**src/rtl/lfu_cache_policy_defines.svh**
```systemverilog
// ----------------------------------------------------------------------------
// LFU cache policy assertion macros
// Shared concurrent assertion forms used by the cache policy RTL.
// ----------------------------------------------------------------------------
`ifndef LFU_CACHE_POLICY_DEFINES_SVH
`define LFU_CACHE_POLICY_DEFINES_SVH

// same-cycle implication, disabled during reset
`define LFU_ASSERT_IMP(label, clk, rst, ante, cons, msg) \
   label: assert property (@(posedge clk) disable iff (rst) (ante) |-> (cons)) \
      else $error(msg);

// next-cycle implication, disabled during reset
`define LFU_ASSERT_NXT(label, clk, rst, ante, cons, msg) \
   label: assert property (@(posedge clk) disable iff (rst) (ante) |=> (cons)) \
      else $error(msg);

`endif

```
**src/rtl/lfu_ram.sv**
```systemverilog
// ----------------------------------------------------------------------------
// LFU generic RAM
// Single write port, single read port, registered read data, no reset.
// ----------------------------------------------------------------------------
`default_nettype none

module lfu_ram #(
   parameter int  WIDTH  = 8,
   parameter int  DEPTH  = 16,
   localparam int ADDR_W = (DEPTH > 1) ? $clog2(DEPTH) : 1
) (
   input  wire logic              clock,
   input  wire logic              wr_en,
   input  wire logic [ADDR_W-1:0] wr_addr,
   input  wire logic [WIDTH-1:0]  wr_data,
   input  wire logic              rd_en,
   input  wire logic [ADDR_W-1:0] rd_addr,
   output logic      [WIDTH-1:0]  rd_data
);

   logic [WIDTH-1:0] mem_ff [DEPTH];

   // write port
   always_ff @(posedge clock) begin
      if (wr_en) begin
         mem_ff[wr_addr] <= wr_data;
      end
   end

   // registered read port
   always_ff @(posedge clock) begin
      if (rd_en) begin
         rd_data <= mem_ff[rd_addr];
      end
   end

endmodule

`default_nettype wire

```
**config.mk**
```make
export PLATFORM = sky130hd
export DESIGN_NAME = lfu_ram
export DESIGN_NICKNAME = d
export VERILOG_FILES = /design/src/rtl/lfu_cache_policy_defines.svh /design/src/rtl/lfu_ram.sv
export SDC_FILE = /design/constraint.sdc
export NUM_CORES = 1
export LEC_CHECK = 0
export BUFFER_PORTS_ARGS = -buffer_cell sky130_fd_sc_hd__buf_4
export CAP_MARGIN = 20
export CORE_ASPECT_RATIO = 0.6
export CORE_MARGIN = 5
export CORE_UTILIZATION = 60
export DETAILED_ROUTE_END_ITERATION = 10
export GPL_TIMING_DRIVEN = 0
export PLACE_DENSITY = 0.89
export SKIP_CTS_REPAIR_TIMING = 1
export SYNTH_ARGS = -nofsm -noshare
export SYNTH_HDL_FRONTEND = slang
export SYNTH_SLANG_ARGS = --single-unit
```
**constraint.sdc**
```tcl
create_clock -name clock -period 2.3 [get_ports clock]
set_clock_uncertainty 0.1 [all_clocks]
set_input_delay 0.23 -clock clock [delete_from_list [all_inputs] [get_ports clock]]
set_output_delay 0.23 -clock clock [all_outputs]
set_load 0.03 [all_outputs]
```
==> flow_summary.yaml <==
status:
  outcome: "finished clean"
yosys:
  synth.most_common_cell: "edfxtp_1"
  syn-mean-instance-area_um2: 22.8
  synth.distinct_cells: 18
  synth_area_um2: 5230
  synth_area_leaders: "edfxtp_1 (78%), mux4_2 (7.8%), mux4_1 (7.0%), a22oi_1 (2.3%), nor2_1 (0.93%)"
  synth_nets: 248
  yosys_warnings: 0
  yosys.area.top_type: "edfxtp_1"
  synth_common_cells: "edfxtp_1 (136), mux4_2 (18), a22oi_1 (16)"
  ys_seq_area_share_pct: 78.1
  synth_seq_cells: 136
  async_flop_share_pct: 0
  synth-edff-count: 136
  synth_top_area_share_pct: 78.1
  syn_inst: 229
  ys.flop_type: "edfxtp_1"
layout:
  drive_gt1_share_pct: 30.7
  multi_input_area_um2: 1060
  fillCellCount: 490
  seqCellArea_um2: 4080
  synthToLayoutAreaGrowth_pct: 17.8
  fin_nets: 296
  diodes: 0
power:
  power_density_nw_per_um2: 931
  totalPowerFinal_mw: 5.73
  peakVddDrop_mv: 0.595
  p_leak_nw: 2.07
flow_run:
  maxCapViolCount: 0
worst_setup_path:
  start_kind: "primary input"
  r2r_start: "mem_ff[9][0]$_DFFE_PP_"
  path_class: "in2reg"
  r2r_end: "rd_data[0]$_DFFE_PP_"
  crit_path_end_kind: "flip-flop"
  r2r_cells: 3
  arrival_ns: 1.73
  worstPathMaxFanout: 5
  critical_path_required_ns: 2.31
  rrSetupSlack_ns: 0.66
placed_design:
  io_buffers: 25
  place.gp.congestion: 0.799
  place_hpwl_mm: 6.79
  dp_slack_ns: 0.138
worst_hold_path:
  holdPathStages: 1
  min_to: "mem_ff[2][6]$_DFFE_PP_"
  min-delay-start: "wr_data[6]"
  hold_class: "in2reg"
timing:
  tightestPinTransition_ns: 1.03
  maxSlewViolCount: 0
  setup_ws_ns: 0.578
  finalSetupViolCount: 0
  rsz0062_at_grt: "false"
  timing.fmax_mhz: 581
  fin_hold_ws_ns: 0.0131
  slew_headroom_pct: 31.0
  hold_violations: 0
  final_min_period_over_clock_period_pct: 74.9
  fin_crit_ns: 1.72
  fin_setup_tns_ns: 0
grt:
  antenna_found_initial: 0
  grt_max_degree: 17
  grt_pass1_wl_mm: 16.0
  gr-total-overflow: 0
  grt_util_all_layers_pct: 22.3
  grt_pass1_vias: 2650
floorplanning:
  die_h_um: 82.3
  start_util_pct: 61.6
  coreArea_um2: 8490
  chipWidth_um: 131
  die_area_um2: 10700
  num_rows: 26
  io-pin-count: 27
clocking:
  clockBufferDepth: 2
  numClockSinks: 136
  worstSkewPairLatency_ns: 0.42
  cts_buffers: 17
  cts_root_buffer: "clkbuf_16"
  tritoncts: "built"
  clk_pin_slew_ns: 0.06
  htreeDepth: 4
route:
  drc: 0
  vias: 2522
  drt-pass1-iter-count: 4
  routedWlPerCell_um: 26.1
  drt-initial-drc-count: 304
  wl_met3_um: 986
  wl_met1_mm: 4.45
  highest_layer: "met4"
  met2_length_mm: 4.89
  drt_wl_total_mm: 10.5
  ant_nets: 0
  routed_via_density: 6.27
-- worst max-delay path: stages --
cell	delay [ns]
buf_4	0.12
or3b_2	0.51
nor3_1	0.54
buf_2	0.32
-- routing by layer --
metal  track usage (%)  vias up
met1              31.9     1301
li1                  -     1079
met2              32.7      125
met3              7.13       17
met5                 0        -
met4              8.52        0
-- metrics by stage --
step	area (um^2)	instances	utilization (%)
floorplan	5230	229	-
global placement	5560	366	65.4
detailed placement	5580	370	65.7
CTS	6160	402	72.5
global route	6160	402	72.5
finish	6160	402	72.5
-- where the power goes --
part / switching, mW / internal [mW] / leakage, nW
sequential: 0.0140 / 2.79 / 1.24
combinational: 0.173 / 0.124 / 0.561
clock: 1.03 / 1.60 / 0.277
-- cell usage in the layout, fill, tap and decap left out --
cell	instances
mux4_1	14
nand2_1	9
clkinv_2	3
clkinvlp_4	3
buf_4	27
inv_6	2
and2b_1	1
and2_1	1
nand2b_1	2
nand3_1	1
edfxtp_1	136
a22oi_1	16
nor2b_1	1
nor2_1	13
nor3_1	4
nand3b_1	2
clkbuf_16	17
buf_6	3
clkdlybuf4s25_2	3
bufinv_16	2
or3b_2	1
clkinv_4	4
buf_2	6
clkbuf_1	1
mux4_2	18
-- cell type report --
cell class              instances  share of cell area [%]
well taps                     112                    2.28
multi-input cells              83                    17.2
repair buffers                 29                    3.41
clock inverters                14                    2.44
clock buffers                  18                    6.97
flip-flops and latches        136                    66.3
plain buffers                  10                    1.40
-- registers in the layout (all words and copies together), names as in the netlist --
name     cells
mem_ff     128
rd_data      8
-- kinds of logic (layout without fill, tap and decap cells) --
| family | Yosys count | count (layout) | share of synthesized area (%) |
|---|---|---|---|
| compound gates | 16 | 16 | 2.30 |
| simple gates | 35 | 35 | 3.14 |
| flops | 136 | 136 | 78.1 |
| buf+inv | 10 | 71 | 1.65 |
| mux | 32 | 32 | 14.8 |
-- worst max path at each step --
stage	endpoint	from	slack, ns	depth (start not counted)
floorplan	mem_ff[0][0]$_DFFE_PP_	wr_addr[2]	0.48	2
global placement	mem_ff[0][3]$_DFFE_PP_	wr_addr[2]	-0.14	3
detailed placement	mem_ff[0][3]$_DFFE_PP_	wr_addr[2]	0.14	4
CTS	mem_ff[0][3]$_DFFE_PP_	wr_addr[2]	0.58	4
global route	mem_ff[0][3]$_DFFE_PP_	wr_addr[2]	0.50	4
finish	mem_ff[0][2]$_DFFE_PP_	wr_addr[2]	0.58	4
(Power assumes the default switching activity.)
